File: config.mk
export PLATFORM = sky130hd
export DESIGN_NAME = ccse_front
export DESIGN_NICKNAME = d
export VERILOG_FILES = /design/src/rtl/ccse_pkg.sv /design/src/rtl/ccse_front.sv
export SDC_FILE = /design/constraint.sdc
export NUM_CORES = 2
export LEC_CHECK = 0
export BUFFER_PORTS_ARGS = -buffer_cell sky130_fd_sc_hd__buf_4
export CAP_MARGIN = 0
export CORE_MARGIN = 5
export CORE_UTILIZATION = 40
export CTS_CLUSTER_SIZE = 24
export DETAILED_ROUTE_END_ITERATION = 10
export GPL_TIMING_DRIVEN = 0
export MAX_ROUTING_LAYER = met4
export PLACE_DENSITY = 0.6
export SYNTH_ARGS = -nofsm -noshare
export SYNTH_HDL_FRONTEND = slang
export SYNTH_SLANG_ARGS = --single-unit
File: constraint.sdc
create_clock -name clk -period 12.2 [get_ports clk]
set_input_delay 0.61 -clock clk [delete_from_list [all_inputs] [get_ports clk]]
set_output_delay 0.61 -clock clk [all_outputs]
set_load 0.05 [all_outputs]
File: src/rtl/ccse_pkg.sv
package ccse_pkg;

  localparam int DW = 32;
  localparam int CW = 40;
  localparam int TW = 17;
  localparam int PW = CW + TW + 1;
  localparam int QUEUE_DEPTH_DEF = 4;
  localparam int BACK_STAGES = 8;

  localparam logic [TW-1:0] T_ONE = 17'h10000;
  localparam logic signed [CW-1:0] SIX_LIMIT = 40'sd12884901888;
  localparam logic [19:0] DIV3_RECIP = 20'd699050;
  localparam logic [DW-1:0] SAT_MAX = 32'h7fffffff;
  localparam logic [DW-1:0] SAT_MIN = 32'h80000000;

  typedef enum logic [2:0] {
    KIND_BSPLINE = 3'd0,
    KIND_HERMITE = 3'd1,
    KIND_BEZIER  = 3'd2,
    KIND_CATMULL = 3'd3,
    KIND_LINEAR  = 3'd4
  } curve_kind_t;

  typedef struct packed {
    logic bspline;
    logic catmull;
    logic linear;
  } kind_flags_t;

  typedef struct packed {
    logic div6;
    logic half;
    logic zero;
  } scale_mode_t;

  typedef struct packed {
    logic signed [CW-1:0] a;
    logic signed [CW-1:0] a3;
    logic signed [CW-1:0] b;
    logic signed [CW-1:0] c;
    logic signed [CW-1:0] d;
    logic [TW-1:0]        t;
    kind_flags_t          flags;
  } seg_t;

  function automatic logic signed [PW-1:0] mul_t(input logic signed [CW-1:0] x,
                                                  input logic [TW-1:0] t);
    logic signed [PW-1:0] p;
    p = PW'(x) * PW'($signed({1'b0, t}));
    return p;
  endfunction

  // floor((p + 0.5 lsb) / 2^16)
  function automatic logic signed [CW-1:0] rnd16(input logic signed [PW-1:0] p);
    logic signed [PW-1:0] s;
    s = p + PW'(32768);
    return s[CW+15:16];
  endfunction

  // {quotient, remainder} of x / 3
  function automatic logic [20:0] div3(input logic [19:0] x);
    logic [39:0] p;
    logic [18:0] q;
    logic [19:0] r;
    p = 40'(x) * 40'(DIV3_RECIP);
    q = p[39:21];
    r = x - (20'(q) * 20'd3);
    if (r >= 20'd3) begin
      q = q + 19'd1;
      r = r - 20'd3;
    end
    return {q, r[1:0]};
  endfunction

  function automatic logic [DW-1:0] sat32(input logic signed [CW-1:0] x);
    if (x > 40'sd2147483647) begin
      return SAT_MAX;
    end else if (x < -40'sd2147483648) begin
      return SAT_MIN;
    end else begin
      return x[DW-1:0];
    end
  endfunction

endpackage

File: src/rtl/ccse_front.sv
module ccse_front import ccse_pkg::*; (
  input  logic                 clk,
  input  logic                 rst,
  input  logic [2:0]           kind,
  input  logic                 in_valid,
  output logic                 in_ready,
  input  logic signed [DW-1:0] p0,
  input  logic signed [DW-1:0] p1,
  input  logic signed [DW-1:0] p2,
  input  logic signed [DW-1:0] p3,
  input  logic [TW-1:0]        t,
  output logic                 seg_valid,
  input  logic                 seg_ready,
  output seg_t                 seg
);

  seg_t seg_next;
  logic signed [CW-1:0] x, y, z, w, ac;

  assign x = CW'(p0);
  assign y = CW'(p1);
  assign z = CW'(p2);
  assign w = CW'(p3);

  always_comb begin
    seg_next = '0;
    ac = -x + 3 * y - 3 * z + w;
    seg_next.t = (t > T_ONE) ? T_ONE : t;
    case (kind)
      KIND_BSPLINE: begin
        seg_next.a = ac;
        seg_next.b = 3 * x - 6 * y + 3 * z;
        seg_next.c = -3 * x + 3 * z;
        seg_next.d = x + 4 * y + z;
        seg_next.flags.bspline = 1'b1;
      end
      KIND_HERMITE: begin
        seg_next.a = 2 * x - 2 * y + z + w;
        seg_next.b = -3 * x + 3 * y - 2 * z - w;
        seg_next.c = z;
        seg_next.d = x;
      end
      KIND_BEZIER: begin
        seg_next.a = ac;
        seg_next.b = 3 * x - 6 * y + 3 * z;
        seg_next.c = -3 * x + 3 * y;
        seg_next.d = x;
      end
      KIND_CATMULL: begin
        seg_next.a = ac;
        seg_next.b = 2 * x - 5 * y + 4 * z - w;
        seg_next.c = z - x;
        seg_next.d = 2 * y;
        seg_next.flags.catmull = 1'b1;
      end
      default: begin
        // linear, also the unused codes
        seg_next.a = '0;
        seg_next.b = '0;
        seg_next.c = y - x;
        seg_next.d = x;
        seg_next.flags.linear = 1'b1;
      end
    endcase
    seg_next.a3 = seg_next.a + (seg_next.a <<< 1);
  end

  assign in_ready = !seg_valid || seg_ready;

  always_ff @(posedge clk) begin
    if (rst) begin
      seg_valid <= 1'b0;
    end else if (in_ready) begin
      seg_valid <= in_valid;
    end
  end

  always_ff @(posedge clk) begin
    if (in_valid && in_ready) begin
      seg <= seg_next;
    end
  end

endmodule

==> out/results.md <==
- run status: finished with violations
- violated checks: max-capacitance violations, max-slew violations
- iteration count of the initial detailed-routing pass: 6
- routed wire length on met2: 75.7 mm
- warning count from the yosys run: 0
- clock period minus worst slack: 9.76 ns
- Post-Syn Area: 44400 um2
- number of cells traversed by the worst hold path: 2
- Buf/Inv on CP: 4
- final net count: 6612
- setup repair after global routing missed its margin: no
- worst relative slew slack: -0.0180
- area of the die: 118000 um2
- EDFF count, synth: 210
- most prevalent standard cell on the critical path: a21oi_1
- overall via count from detail_route: 40.8k
- number of standard cells after synthesis: 4969
- Leakage Power: 23.7 nW
- start point of the worst hold path: rst
- cell family contributing the most delay on the critical path: compound AO/OA/AOI/OAI gates
- fraction of layout instances using a drive strength above 1: 0.0918
- via count of the first global-routing pass: 39.9k
- Post-Place Cell Area: 49200 um2
- flip-flop and latch count after synthesis: 211
- clock tree from TritonCTS: done
- Data required, critical path: 12.53 ns
- power per unit of standard cell area: 296 nW/um2
- share of synthesized flip-flops with an asynchronous set or reset: 0
- global-route wire length before repair: 256 mm
- highest-delay cell along the critical path: or4_1
- worst-skew pair later-pin latency: 0.61 ns
- number of post-CTS setup repair buffers: 0
- met1 wire length: 80.3 mm
- Worst Hold Endpoint: seg_valid$_SDFFE_PP0N_
- total nets after synthesis: 6209
- initial core utilization: 0.402
- critical path data arrival time: 10.09 ns
- DRC: 0
- global placer's final weighted congestion: 0.985
- overall track demand over capacity in global routing: 0.304
- crit end category: register
- sum of negative setup slack: 0 ns
- Final Hold Violating Endpoints: 0
- portion of synthesized cell area occupied by the leading cell type: 0.201
- source of the worst register-to-register timing path: seg_valid$_SDFFE_PP0N_
- DR iter-0 viols: 3364
- worst clock skew: 0.0118 ns
- remaining global-route overflow: 0
- final setup fails: 0
- dominant cells by area after synthesis: ha_1 20%, fa_1 17%, edfxtp_1 14%, inv_1 5.2%, xnor2_1 5.0%
- max-slew violations: 22
- post-cts gate resize count: 0
- highest signal layer in the routed design: met4
- via-per-instance ratio: 5.92
- area of all placed cells without fillers: 50100 um2
- worst-case vdd ir drop: 133 uV
- clock-pin transition on the worst setup and hold timing paths: 0.06 ns
- highest achievable clock rate: 0.103 GHz
- CP startpoint kind: input pin
- Chip Height: 343 um
- largest area contributor in the netlist: ha_1
- most instantiated cells after synthesis: 714 x ha_1, 620 x inv_1, 384 x a21oi_1, 374 x fa_1, 260 x o21ai_0
- destination of the worst register-to-register timing path: seg[26]$_DFFE_PP_
- number of antenna violations at the first check in global routing: 11
- Detailed Route WL: 180 mm
- max_cap viols: 3
- H-tree lvl count: 1
- std cell rows: 122
- per-instance average area after synthesis: 8.94 um2
- number of antenna-violating nets in the routed design: 0
- flip-flop cell with the highest count after synthesis: edfxtp_1
- TritonCTS Buffers: 26
- depth of the worst register-to-register path: 4
- WL/cell: 26.1 um
- largest net degree at the start of global routing: 60
- Clock Sink Count: 211
- Clock Root Buffer: clkbuf_16
- core region area: 111000 um2
- sequential area share after synthesis: 0.142
- critical path class: in2reg
- CTS hold repair buffers: 0
- count leader, synth: ha_1
- Detail Placement HPWL: 154 mm
- relative area change from synthesis to final layout: 12.8%
- count of pins on the block boundary: 374
- actual slew at the worst max-slew pin: 1.53 ns
- Die Width: 343 um
- Slowest Stage Delay on Critical Path: 0.59 ns
- Critical Path Fanout Max: 10
- library cells used by synthesis: 99
- CTS max path bufs: 3
- total number of cells along the worst setup path: 37
- count of input and output buffers: 371
- met3 layer wire length in the routed design: 16.9 mm
- setup slack, reg-to-reg: 10.10 ns
- min-delay worst type: in2reg
- final critical-path share of the clock period: 0.800
metal layers:
layer | vias up | track usage
li1 | 18700 | -
met5 | - | -
met2 | 1770 | 0.446
met4 | 0 | 0.0987
met1 | 20100 | 0.429
met3 | 244 | 0.0488
worst register-to-register path: stages (launching register included):
cell and delay (ns):
dfxtp_1 0.31, nand2b_1 0.12, and2_4 0.56, buf_16 0.34
buf_16 0.35
power breakdown:
part / total (mW) / switching [mW] / internal [mW]
Combinational: 12.7 / 7.82 / 4.84
Clock: 0.869 / 0.344 / 0.525
Sequential: 1.30 / 0.0680 / 1.23
worst max-delay path by stage:
stage	startpoint	slack (ns)	to
2_1_floorplan	p2[1]	4.18	seg[179]$_DFFE_PP_
3_3_place_gp	p0[1]	2.09	seg[128]$_DFFE_PP_
3_5_place_dp	p0[1]	2.06	seg[128]$_DFFE_PP_
4_1_cts	p0[1]	2.67	seg[128]$_DFFE_PP_
5_1_grt	p2[1]	2.03	seg[176]$_DFFE_PP_
6_report	p0[1]	2.44	seg[128]$_DFFE_PP_
metrics by stage:
stage	power (mW)	std cells	hold WS, ns	utilization	setup WS [ns]
6_report	14.8	6890	0.165	0.454	2.44
5_1_grt	16.0	6890	0.134	0.454	2.03
4_1_cts	14.6	6879	0.117	0.453	2.67
3_5_place_dp	13.7	6832	0.551	0.445	2.06
3_3_place_gp	13.7	6828	0.516	0.444	2.09
2_1_floorplan	10.5	4969	0.679	-	4.18
final cells by class:
cell class / instances / area (um2)
well taps: 1488 / 1860
clock buffers: 29 / 683
clock inverters: 18 / 241
fillers: 11000 / 60400
plain buffers: 92 / 387
inverters: 625 / 2350
multi-input cells: 4041 / 35400
flip-flops and latches: 211 / 6330
repair buffers: 375 / 2880
diodes: 11 / 27.5
logic make-up after synthesis:
family,share of synthesized area
AOI/OAI and AO/OA,0.221
xor gates and xnor gates,0.0819
adders and majority gates,0.370
buffers and inverters,0.0614
DFF,0.142
muxes,0.0121
and+or+nand+nor,0.111
registers in the layout (all words and copies together) (netlist names):
signal	flops
seg_valid	1
seg	210
cells in the final DEF, fill, tap and decap left out, types with 13 or more instances in the layout:
cell type / n
clkbuf_1: 76
o21a_1: 58
and2_1: 24
nor2b_1: 78
o21ai_1: 29
inv_1: 620
or3_1: 25
a211oi_1: 59
o221ai_1: 13
and3_1: 41
buf_4: 381
or2_2: 17
mux2i_1: 20
nand2b_1: 70
o2111ai_1: 13
nor3_1: 88
a221oi_1: 21
a21oi_1: 384
mux4_2: 14
a22oi_1: 43
a31oi_1: 53
nand4_1: 42
o31ai_1: 22
clkbuf_16: 27
a21o_1: 228
nor2_1: 255
nand3_1: 82
edfxtp_1: 210
o21ai_0: 260
o211ai_1: 28
a41oi_1: 14
nand2_1: 228
fa_1: 374
o21bai_1: 60
o22ai_1: 61
xnor2_1: 256
xor2_1: 155
ha_1: 714
nor4_1: 14
(Power assumes the default switching activity.)
