## config.mk

```make
export PLATFORM = sky130hd
export DESIGN_NAME = ccse_queue
export DESIGN_NICKNAME = d
export VERILOG_FILES = /design/src/rtl/ccse_pkg.sv /design/src/rtl/ccse_queue.sv
export SDC_FILE = /design/constraint.sdc
export NUM_CORES = 1
export LEC_CHECK = 0
export ABC_AREA = 1
export BUFFER_PORTS_ARGS = -buffer_cell sky130_fd_sc_hd__buf_2
export CORE_ASPECT_RATIO = 1.25
export CORE_MARGIN = 5
export CORE_UTILIZATION = 52
export DETAILED_ROUTE_END_ITERATION = 12
export GPL_TIMING_DRIVEN = 0
export PLACE_DENSITY = 0.74
export SLEW_MARGIN = 20
export SYNTH_ARGS = -nofsm -noshare
export SYNTH_HDL_FRONTEND = slang
export SYNTH_SLANG_ARGS = --single-unit
```

## constraint.sdc

```tcl
create_clock -name clk -period 12.4 [get_ports clk]
set_input_delay 2.48 -clock clk [delete_from_list [all_inputs] [get_ports clk]]
set_output_delay 2.48 -clock clk [all_outputs]
set_load 0.05 [all_outputs]
```

## src/rtl/ccse_pkg.sv

```systemverilog
package ccse_pkg;

  localparam int DW = 32;
  localparam int CW = 40;
  localparam int TW = 17;
  localparam int PW = CW + TW + 1;
  localparam int QUEUE_DEPTH_DEF = 4;
  localparam int BACK_STAGES = 8;

  localparam logic [TW-1:0] T_ONE = 17'h10000;
  localparam logic signed [CW-1:0] SIX_LIMIT = 40'sd12884901888;
  localparam logic [19:0] DIV3_RECIP = 20'd699050;
  localparam logic [DW-1:0] SAT_MAX = 32'h7fffffff;
  localparam logic [DW-1:0] SAT_MIN = 32'h80000000;

  typedef enum logic [2:0] {
    KIND_BSPLINE = 3'd0,
    KIND_HERMITE = 3'd1,
    KIND_BEZIER  = 3'd2,
    KIND_CATMULL = 3'd3,
    KIND_LINEAR  = 3'd4
  } curve_kind_t;

  typedef struct packed {
    logic bspline;
    logic catmull;
    logic linear;
  } kind_flags_t;

  typedef struct packed {
    logic div6;
    logic half;
    logic zero;
  } scale_mode_t;

  typedef struct packed {
    logic signed [CW-1:0] a;
    logic signed [CW-1:0] a3;
    logic signed [CW-1:0] b;
    logic signed [CW-1:0] c;
    logic signed [CW-1:0] d;
    logic [TW-1:0]        t;
    kind_flags_t          flags;
  } seg_t;

  function automatic logic signed [PW-1:0] mul_t(input logic signed [CW-1:0] x,
                                                  input logic [TW-1:0] t);
    logic signed [PW-1:0] p;
    p = PW'(x) * PW'($signed({1'b0, t}));
    return p;
  endfunction

  // floor((p + 0.5 lsb) / 2^16)
  function automatic logic signed [CW-1:0] rnd16(input logic signed [PW-1:0] p);
    logic signed [PW-1:0] s;
    s = p + PW'(32768);
    return s[CW+15:16];
  endfunction

  // {quotient, remainder} of x / 3
  function automatic logic [20:0] div3(input logic [19:0] x);
    logic [39:0] p;
    logic [18:0] q;
    logic [19:0] r;
    p = 40'(x) * 40'(DIV3_RECIP);
    q = p[39:21];
    r = x - (20'(q) * 20'd3);
    if (r >= 20'd3) begin
      q = q + 19'd1;
      r = r - 20'd3;
    end
    return {q, r[1:0]};
  endfunction

  function automatic logic [DW-1:0] sat32(input logic signed [CW-1:0] x);
    if (x > 40'sd2147483647) begin
      return SAT_MAX;
    end else if (x < -40'sd2147483648) begin
      return SAT_MIN;
    end else begin
      return x[DW-1:0];
    end
  endfunction

endpackage

```

## src/rtl/ccse_queue.sv

```systemverilog
module ccse_queue import ccse_pkg::*; #(
  parameter int DEPTH = QUEUE_DEPTH_DEF
) (
  input  logic clk,
  input  logic rst,
  input  logic in_valid,
  output logic in_ready,
  input  seg_t in_item,
  output logic out_valid,
  input  logic out_ready,
  output seg_t out_item
);

  localparam int AW = (DEPTH > 1) ? $clog2(DEPTH) : 1;
  localparam int CNTW = $clog2(DEPTH + 1);

  seg_t mem [DEPTH];
  logic [AW-1:0] wr_ptr, rd_ptr;
  logic [CNTW-1:0] count;
  logic push, pop;

  assign in_ready  = count != CNTW'(DEPTH);
  assign out_valid = count != '0;
  assign out_item  = mem[rd_ptr];
  assign push = in_valid && in_ready;
  assign pop  = out_valid && out_ready;

  always_ff @(posedge clk) begin
    if (rst) begin
      wr_ptr <= '0;
      rd_ptr <= '0;
      count  <= '0;
    end else begin
      if (push) begin
        wr_ptr <= (wr_ptr == AW'(DEPTH - 1)) ? '0 : wr_ptr + 1'b1;
      end
      if (pop) begin
        rd_ptr <= (rd_ptr == AW'(DEPTH - 1)) ? '0 : rd_ptr + 1'b1;
      end
      case ({push, pop})
        2'b10:   count <= count + 1'b1;
        2'b01:   count <= count - 1'b1;
        default: count <= count;
      endcase
    end
  end

  always_ff @(posedge clk) begin
    if (push) begin
      mem[wr_ptr] <= in_item;
    end
  end

endmodule

```

==> results of run 1 <==
## final timing paths
kind | depth (start not counted) | from | endpoint | slack (ps)
setup / recovery | 6 | register | out_item[49] | 7180
hold / removal | 2 | wr_ptr[1] | wr_ptr[1] | 550
setup reg to reg | 11 | count[1] | mem[1][87] | 9160
hold reg to reg | 2 | wr_ptr[1] | wr_ptr[1] | 550
## per-layer routing
layer  vias up  GRT usage
met2      1053      0.412
met1     10600      0.301
li1       9537          -
met4        14      0.109
met3       171     0.0547
met5         -          0
## layout make-up
cell class                      instances  share of cell area
Sequential cell                       889               0.662
Multi-Input combinational cell       1145               0.137
Timing Repair Buffer                  491              0.0827
Clock buffer                          106              0.0549
Tap cell                              840              0.0262
Buffer                                145              0.0238
Clock inverter                         42             0.00944
Inverter                               18             0.00187
Antenna cell                           27             0.00168
## cell usage after synthesis, types with 2 or more instances
master | count | share of area
o21ai_1 | 89 | 0.013
buf_2 | 22 | 0.0033
edfxtp_1 | 880 | 0.80
o22ai_1 | 220 | 0.042
ha_1 | 6 | 0.0023
dfxtp_1 | 9 | 0.0054
nor2_1 | 454 | 0.051
o21ai_0 | 353 | 0.053
buf_4 | 5 | 0.0011
inv_1 | 16 | 0.0018
nand3b_1 | 2 | 0.00045
clkbuf_1 | 71 | 0.0080
a21oi_1 | 4 | 0.00060
buf_6 | 41 | 0.014
nand2_1 | 14 | 0.0016
buf_8 | 5 | 0.0023
## sequential cells by signal, indices dropped and copies added, names as in the netlist, named ones only
name and count:
count 3, mem 880, wr_ptr 2, rd_ptr 2
## cell families after synthesis
family,after synthesis,share of synthesized area
flops,889,0.803
compound gates,666,0.109
simple gates,472,0.0538
buf+inv,163,0.0311
fa+ha+maj,7,0.00287
## critical path, stage by stage, from the launching register on
cell and delay (ps):
dfxtp_1 320, buf_6 190, buf_4 320, clkbuf_1 420, o21ai_0 170, o22ai_1 340, buf_2 340
## power by group through the flow
stage	sequential, mW	combinational, mW	clock (mW)
floorplan	3.81	2.64	0
global placement	3.90	3.71	0
detailed placement	3.72	3.87	0
CTS	3.66	3.89	2.45
global route	3.67	4.07	2.59
finish	3.66	3.89	2.42
## through the flow
stage	setup TNS [ps]	hold WS (ps)	power (mW)	util
global placement	-6597780	508	7.61	0.576
finish	0	552	9.97	0.636
global route	0	590	10.3	0.636
detailed placement	0	521	7.60	0.594
CTS	0	555	10.0	0.635
floorplan	-174150	483	6.45	-
==> summary.md, run 1 <==
| Metric | Value |
|---|---|
| Mean Syn Cell Area | `15.1 µm²` |
| Net Sw Frac | `0.414` |
| Power per cell area | `approximately 250 mW/mm²` |
| Final hold violations | `0` |
| Multi-input gate area | `0.00552 mm²` |
| CTS sink cnt | `889` |
| Post-synth EDFFs | `880` |
| Crit Path Max Fanout | `10` |
| Metal2 WL | `about 44 mm` |
| Worst Setup Path Type | `reg -> out` |
| Root Driver | `clkbuf_16` |
| Site Rows | `between 100 and 150` |
| Placed Area | `0.0375 mm²` |
| Ports | `446` |
| CP endpoint kind | `output port` |
| Final setup fails | `0` |
| Clock Skew | `20.2 ps` |
| Fmax achieved | `approximately 190 MHz` |
| HPWL Detailed | `58.4 mm` |
| Tcrit/Tclk final | `0.421` |
| Mapped Cells | `about 2200` |
| Fin cells | `approximately 3700` |
| Largest net degree at the start of global routing | `24` |
| # H-tree levels | `3` |
| Fillers | `4476` |
| Power share of the sequential group | `0.367` |
| Vias in the first global route | `about 22000` |
| Post-synth ARST share | `0` |
| Drt first pass iters | `5` |
| Maxcap violations | `0` |
| Worst slew pin tran | `759 ps` |
| Tmin final | `5220 ps` |
| Detailed-route via count | `21400` |
| Slew Viols, Final | `0` |
| Cts repair resizes | `0` |
| Cells after DPL | `3528` |
| Outcome | `completed` |
| Die Y | `292 µm` |
| Combinational fraction of design power | `0.390` |
| Flops & latches, synth | `889` |
| Startpoint types | `register` |
| Synthesized area | `0.0331 mm²` |
| Setup WS post-layout | `7180 ps` |
| Top sig layer | `met5` |
| GRT overflow | `0` |
| Yosys cell types | `22` |
| Met3 Wirelength | `7.69 mm` |
| CP arrival | `2740 ps` |
| Fin nets | `around 3000` |
| Post-CTS setup buffer count | `0` |
| GPL Wtd Cong | `0.807` |
| Die width | `236 µm` |
| Wire per inst | `23.6 µm` |
| Via/cell ratio | `just under 6` |
| Worst-Skew Late Latency | `620 ps` |
| Num CTS Buffers | `slightly above 80` |
| Port-buffer cells | `445` |
| Wl on met1 | `31.8 mm` |
| Cell area after layout | `0.0402 mm²` |
| Clock share of power | `0.243` |
| Critical Path RT | `9920 ps` |
| Relative slew slack | `0.492` |
| CTS tree | `built` |
| GRT Total Usage | `0.243` |
| RSZ-0062 raised after global routing | `no` |
| Clock Path Buffers | `3` |
| Syn nets | `2428` |
| Initial Util | `0.525` |
| HP Class | `reg -> reg` |
| Routed Antenna Nets | `0` |
| Seq/Total Area, Yosys | `0.803` |
| Initial antenna violation count | `31` |
| Synth Warn # | `0` |
| Commonest non-fill, non-tap cell in the layout | `edfxtp_1` |
| Switching pwr | `4.13 mW` |
| Routed WL | `87.4 mm` |
| Seq. cell area | `between 0.02 and 0.03 mm²` |
| Most frequent cells in the layout | `880 x edfxtp_1, 467 x buf_2, 450 x nor2_1, 353 x o21ai_0, 220 x o22ai_1` |
| Hold_buf cts | `0` |
| Leak | `about 14 nW` |
| DRC violation count after routing | `0` |
| Dpl ws | `7150 ps` |
| Core area | `0.0631 mm²` |
| VDD IR max | `0.000198 V` |
| Ratio of cells with drive above 1 in the final layout | `0.242` |
| Initial DRC Count | `about 2000` |
| Synth Flop Type | `edfxtp_1` |
| Area Growth Syn to Fin | `21.3%` |
| Clock transition at path regs | `60 ps` |
| Total Die Area | `0.0689 mm²` |
| Int Pwr | `5.84 mW` |
| First-pass GRT wire length | `129 mm` |
Note: power is estimated with default switching activity, not from simulation.
==> run 2, diff against run 1 <==
==> constraint.sdc (replaced) <==
create_clock -name clk -period 4.5 [get_ports clk]
set_input_delay 0.9 -clock clk [delete_from_list [all_inputs] [get_ports clk]]
set_output_delay 0.9 -clock clk [all_outputs]
set_load 0.05 [all_outputs]
==> run 2 against run 1 <==
Compared with the run above: sequential share of layout area down 0.48 points; first-iteration DRC count grew 2.1%; utilization grew 0.46 points; combinational power rose to 2.8 times the previous value; wire length grew 0.74%; final cell count hardly changed; clock power rose to 3.0 times the previous value.
==> summary.md, run 2 (synthesis gave the netlist of run 1 again) <==
| Metric | Value |
|---|---|
| Total Die Area | `0.0689 mm²` |
| Fmax achieved | `272 MHz` |
| Root Driver | `clkbuf_16` |
| Ports | `around 450` |
| RSZ-0062 raised after global routing | `no` |
| Startpoint types | `register` |
| Crit path cell chain | `buf_6 -> buf_4 -> clkbuf_1 -> o21ai_0 -> o22ai_1 -> buf_2` |
| Power per cell area | `692 mW/mm²` |
| Outcome | `completed` |
| Routed Antenna Nets | `0` |
| Clock transition at path regs | `60 ps` |
| Fin util | `0.641` |
| Maxcap violations | `0` |
| Via/cell ratio | `5.77` |
| Fillers | `4420` |
| # H-tree levels | `3` |
| Clock Skew | `20.1 ps` |
| Clock Path Buffers | `3` |
| CP arrival | `2770 ps` |
| Worst Reg2Reg Path Length in Cells | `8` |
| Critical path buffers and inverters | `4` |
| Cts repair resizes | `0` |
| Die width | `236 µm` |
| Core area | `~0.063 mm²` |
| Area Growth Syn to Fin | `22.2%` |
| Worst Setup Path Type | `reg -> out` |
| Int Pwr | `16.5 mW` |
| CTS tree | `built` |
| CTS sink cnt | `889` |
| Detailed-route via count | `21400` |
| Ratio of cells with drive above 1 in the final layout | `0.245` |
| Post-CTS setup buffer count | `0` |
| Largest net degree at the start of global routing | `24` |
| HPWL Detailed | `58.6 mm` |
| Power share of the sequential group | `0.360` |
| Switching pwr | `11.5 mW` |
| HP Class | `in -> reg` |
| GRT overflow | `0` |
| Final setup fails | `0` |
| Critical Path RT | `3600 ps` |
| Fin nets | `3006` |
| Top flop regs | `mem: 880 flops, count: 3 flops` |
| Num CTS Buffers | `83` |
| CP delay by family, top | `buffers and inverters` |
| DRC violation count after routing | `0` |
| GPL Wtd Cong | `0.819` |
| Stages on worst setup path | `6` |
| GRT Total Usage | `0.246` |
| Initial DRC Count | `2024` |
| Initial Util | `0.525` |
| Max reg flops | `880` |
| Routed WL | `88.1 mm` |
| FF-to-FF Start | `wr_ptr[0]` |
| Hold path depth | `1` |
| Register-to-Register Setup Slack | `2100 ps` |
| Hold_buf cts | `0` |
| Relative slew slack | `0.533` |
| Crit Path Max Fanout | `10` |
| TNS Setup | `0 ps` |
| Worst-Skew Late Latency | `between 600 and 700 ps` |
| Drt first pass iters | `5` |
| WHS | `about 480 ps` |
| Die Y | `292 µm` |
| Worst path slowest cell | `clkbuf_1` |
| Final hold violations | `0` |
| Most frequent cells in the layout | `880 x edfxtp_1, 467 x buf_2, 450 x nor2_1, 353 x o21ai_0, 220 x o22ai_1` |
| CP endpoint kind | `output port` |
| Final Power | `28.0 mW` |
| HP Start | `in_item[211]` |
| First-pass GRT wire length | `approximately 130 mm` |
| Leak | `14.2 nW` |
| Worst slew pin tran | `between 600 and 700 ps` |
| Tcrit/Tclk final | `0.817` |
| Net Sw Frac | `0.410` |
| Tmin final | `3670 ps` |
| Port-buffer cells | `between 400 and 500` |
| RR Endpoint | `mem[2][77]` |
| Combinational fraction of design power | `0.383` |
| Commonest non-fill, non-tap cell in the layout | `edfxtp_1` |
| VDD IR max | `about 0.00064 V` |
| Clock share of power | `0.257` |
| Site Rows | `103` |
| Slew Viols, Final | `0` |
| Most flops, register | `mem` |
| Initial antenna violation count | `29` |
| Max stage delay on crit path | `410 ps` |
| Hold EP | `mem[0][211]` |
| Wire per inst | `23.8 µm` |
| Vias in the first global route | `21500` |
-- run 2: cell types whose count changed in the layout (fill, tap and decap cells not counted), sizes merged --
cell | previous run | this run
diode | 27 | 20
clkbuf | 178 | 175
buf | 564 | 566
inv | 19 | 26
bufinv | 5 | 13
clkinv | 33 | 28
-- run 2: routing by layer --
| metal | global-route usage | part of all wire | up-vias | wire length [µm] |
|---|---|---|---|---|
| li1 | - | - | 9559 | - |
| met1 | 0.320 | 0.37 | 10600 | 32700 |
| met2 | 0.418 | 0.51 | 1049 | 45000 |
| met3 | 0.0537 | 0.086 | 161 | 7570 |
| met4 | 0.0814 | 0.031 | 10 | 2760 |
| met5 | 0 | 0.00065 | - | 57 |
-- run 2: power by group through the flow --
stage / clock network [mW] / registers (mW) / logic [mW]
floorplan: 0 / 10.3 / 7.29
finish: 7.20 / 10.1 / 10.7
global route: 7.67 / 10.1 / 11.3
CTS: 7.30 / 10.1 / 10.7
detailed placement: 0 / 10.3 / 10.7
global placement: 0 / 10.4 / 10.3
-- run 2: area by class of cell --
cell class | count | area [µm²] | area share
clock buffer | 103 | 2150 | 0.0532
tap | 840 | 1050 | 0.0260
buffer | 145 | 956 | 0.0236
multi-input combinational | 1145 | 5540 | 0.137
inverter | 18 | 75.1 | 0.00185
timing repair buffer | 493 | 3380 | 0.0834
clock inverter | 52 | 671 | 0.0166
sequential | 889 | 26600 | 0.657
antenna | 20 | 50.0 | 0.00124
-- run 2: worst max path at each step --
stage,start,end,slack (ps)
after CTS,register,out_item[112],740
final,register,out_item[112],830
after floorplan,in_valid,mem[0][0],-210
after global routing,register,out_item[112],640
after global placement,in_valid,mem[0][95],-2980
after detailed placement,register,out_item[112],1450
-- run 2: worst register-to-register path, stage by stage (launching register included) --
cell     delay [ps]
dfxtp_1         340
inv_1           120
ha_1            170
inv_1            70
nor2_4          570
buf_16          240
buf_12          210
buf_16          190
buf_16          190
-- run 2: per-stage QoR --
stage / setup WS (ps) / std cells / area, µm²
CTS: 744 / 3685 / 40400
global route: 635 / 3697 / 40500
floorplan: -205 / 2197 / 33200
global placement: -2980 / 3482 / 36500
detailed placement: 1450 / 3530 / 37600
finish: 825 / 3705 / 40500
==> run 3, diff against run 2 <==
--- a/config.mk
+++ b/config.mk
@@ -9,10 +9,10 @@
 export BUFFER_PORTS_ARGS = -buffer_cell sky130_fd_sc_hd__buf_2
 export CORE_ASPECT_RATIO = 1.25
 export CORE_MARGIN = 5
-export CORE_UTILIZATION = 52
+export CORE_UTILIZATION = 57
 export DETAILED_ROUTE_END_ITERATION = 12
 export GPL_TIMING_DRIVEN = 0
-export PLACE_DENSITY = 0.74
+export PLACE_DENSITY = 0.77
 export SLEW_MARGIN = 20
 export SYNTH_ARGS = -nofsm -noshare
 export SYNTH_HDL_FRONTEND = slang
==> constraint.sdc (replaced) <==
create_clock -name clk -period 3.6 [get_ports clk]
set_input_delay 0.72 -clock clk [delete_from_list [all_inputs] [get_ports clk]]
set_output_delay 0.72 -clock clk [all_outputs]
set_load 0.05 [all_outputs]
==> run 3 against run 2 <==
Compared with the run above: combinational power up 25%; global-route usage increased by 2.6 points; first-iteration DRC count increased by 15%; critical path depth unchanged.
==> summary.md, run 3 (synthesis gave the netlist of run 1 again) <==
| Metric | Value |
|---|---|
| Outcome | `completed` |
| Root Driver | `clkbuf_16` |
| Ports | `446` |
| Clock Skew | `~27 ps` |
| Fin nets | `3005` |
| DRC violation count after routing | `0` |
| Largest net degree at the start of global routing | `25` |
| Register-to-Register Setup Slack | `around 630 ps` |
| HP Class | `in -> reg` |
| Worst Setup Path Type | `reg -> out` |
| Hold EP | `mem[3][77]` |
| Total Die Area | `between 0.06 and 0.07 mm²` |
| Drt first pass iters | `7` |
| Hold path depth | `1` |
| Commonest non-fill, non-tap cell in the layout | `edfxtp_1` |
| CP endpoint kind | `output port` |
| GRT overflow | `0` |
| Max reg flops | `880` |
| Port-buffer cells | `around 450` |
| GRT Total Usage | `0.272` |
| Initial DRC Count | `2331` |
| Fmax achieved | `289 MHz` |
| Num CTS Buffers | `84` |
| Via/cell ratio | `approximately 6.0` |
| Ratio of cells with drive above 1 in the final layout | `0.242` |
| Most flops, register | `mem` |
| Worst-Skew Late Latency | `640 ps` |
| Top flop regs | `mem: 880 flops, count: 3 flops` |
| Startpoint types | `register` |
| Fin util | `0.700` |
| Post-CTS setup buffer count | `0` |
| Hold_buf cts | `0` |
| CP arrival | `2740 ps` |
| Maxcap violations | `0` |
| Wire per inst | `24.5 µm` |
| Vias in the first global route | `~22000` |
| Final hold violations | `0` |
| Slew Viols, Final | `0` |
| CTS tree | `built` |
| Critical Path RT | `about 2900 ps` |
| Routed Antenna Nets | `0` |
| RR Endpoint | `mem[3][79]` |
| Die width | `226 µm` |
| HPWL Detailed | `between 50 and 60 mm` |
| Tmin final | `3460 ps` |
| Clock Path Buffers | `3` |
| GPL Wtd Cong | `0.807` |
| Worst Reg2Reg Path Length in Cells | `11` |
| Die Y | `~280 µm` |
| Area Growth Syn to Fin | `21.3%` |
| Cts repair resizes | `0` |
| Final setup fails | `0` |
| Routed WL | `88.4 mm` |
| Crit Path Max Fanout | `10` |
| Initial antenna violation count | `27` |
| Tcrit/Tclk final | `0.961` |
| Initial Util | `0.577` |
| Site Rows | `slightly below 100` |
| Relative slew slack | `0.490` |
| Worst slew pin tran | `763 ps` |
| # H-tree levels | `3` |
| VDD IR max | `0.000807 V` |
| RSZ-0062 raised after global routing | `no` |
| Leak | `between 10 and 15 nW` |
| WHS | `293 ps` |
| Core area | `0.0574 mm²` |
| FF-to-FF Start | `wr_ptr[1]` |
| CTS sink cnt | `around 890` |
| HP Start | `in_item[77]` |
| First-pass GRT wire length | `131 mm` |
| Clock transition at path regs | `around 60 ps` |
| Detailed-route via count | `21700` |
| Power per cell area | `862 mW/mm²` |
| Most frequent cells in the layout | `880 x edfxtp_1, 467 x buf_2, 450 x nor2_1, 353 x o21ai_0, 220 x o22ai_1` |
-- run 3: worst max-delay path, cell delays in order (launching register included) --
cell      delay [ps]
dfxtp_1          390
inv_2            120
buf_2            380
clkbuf_1         470
o21ai_0          230
o22ai_1          210
buf_2            300
-- run 3: per-stage QoR --
stage	cell area, µm²	setup TNS [ps]	power (mW)	cells	setup WS (ps)
after CTS	40100	0	34.7	3589	101
final	40200	0	34.6	3611	141
after floorplan	33200	-781910	22.0	2197	-901
after global placement	36300	-3102010	25.7	3392	-3600
after global routing	40200	0	35.9	3604	38.7
after detailed placement	37500	0	26.2	3438	277
-- run 3: layout make-up --
| class | instances | area [µm²] |
|---|---|---|
| clock buffer | 106 | 2220 |
| timing repair buffer | 491 | 3340 |
| buffer | 145 | 956 |
| tap | 750 | 938 |
| antenna | 22 | 55.1 |
| multi-input combinational | 1145 | 5540 |
| sequential | 889 | 26600 |
| inverter | 18 | 75.1 |
| fill | 3686 | 17200 |
| clock inverter | 45 | 470 |
-- run 3: per-layer routing --
layer | GRT usage | part of all wire | up-vias
li1 | - | - | 9552
met4 | 0.107 | 0.039 | 12
met5 | 0 | 0.00078 | -
met1 | 0.341 | 0.36 | 10800
met3 | 0.0682 | 0.094 | 203
met2 | 0.459 | 0.51 | 1171
-- run 3: how the worst max path moves through the flow --
stage / from / endpoint / slack (ps) / cells after the start
6_report: register / out_item[29] / 140 / 6
2_1_floorplan: in_valid / mem[0][0] / -900 / 2
4_1_cts: register / out_item[52] / 100 / 6
3_3_place_gp: in_valid / mem[0][90] / -3600 / 3
5_1_grt: register / out_item[144] / 40 / 6
3_5_place_dp: in_valid / mem[3][96] / 280 / 11
-- run 3: where the power goes --
group	total [mW]	leakage [nW]	switching, mW	internal (mW)
registers	12.6	8.15	0.223	12.4
logic	13.4	4.70	10.4	3.03
clock network	8.59	1.29	3.70	4.89
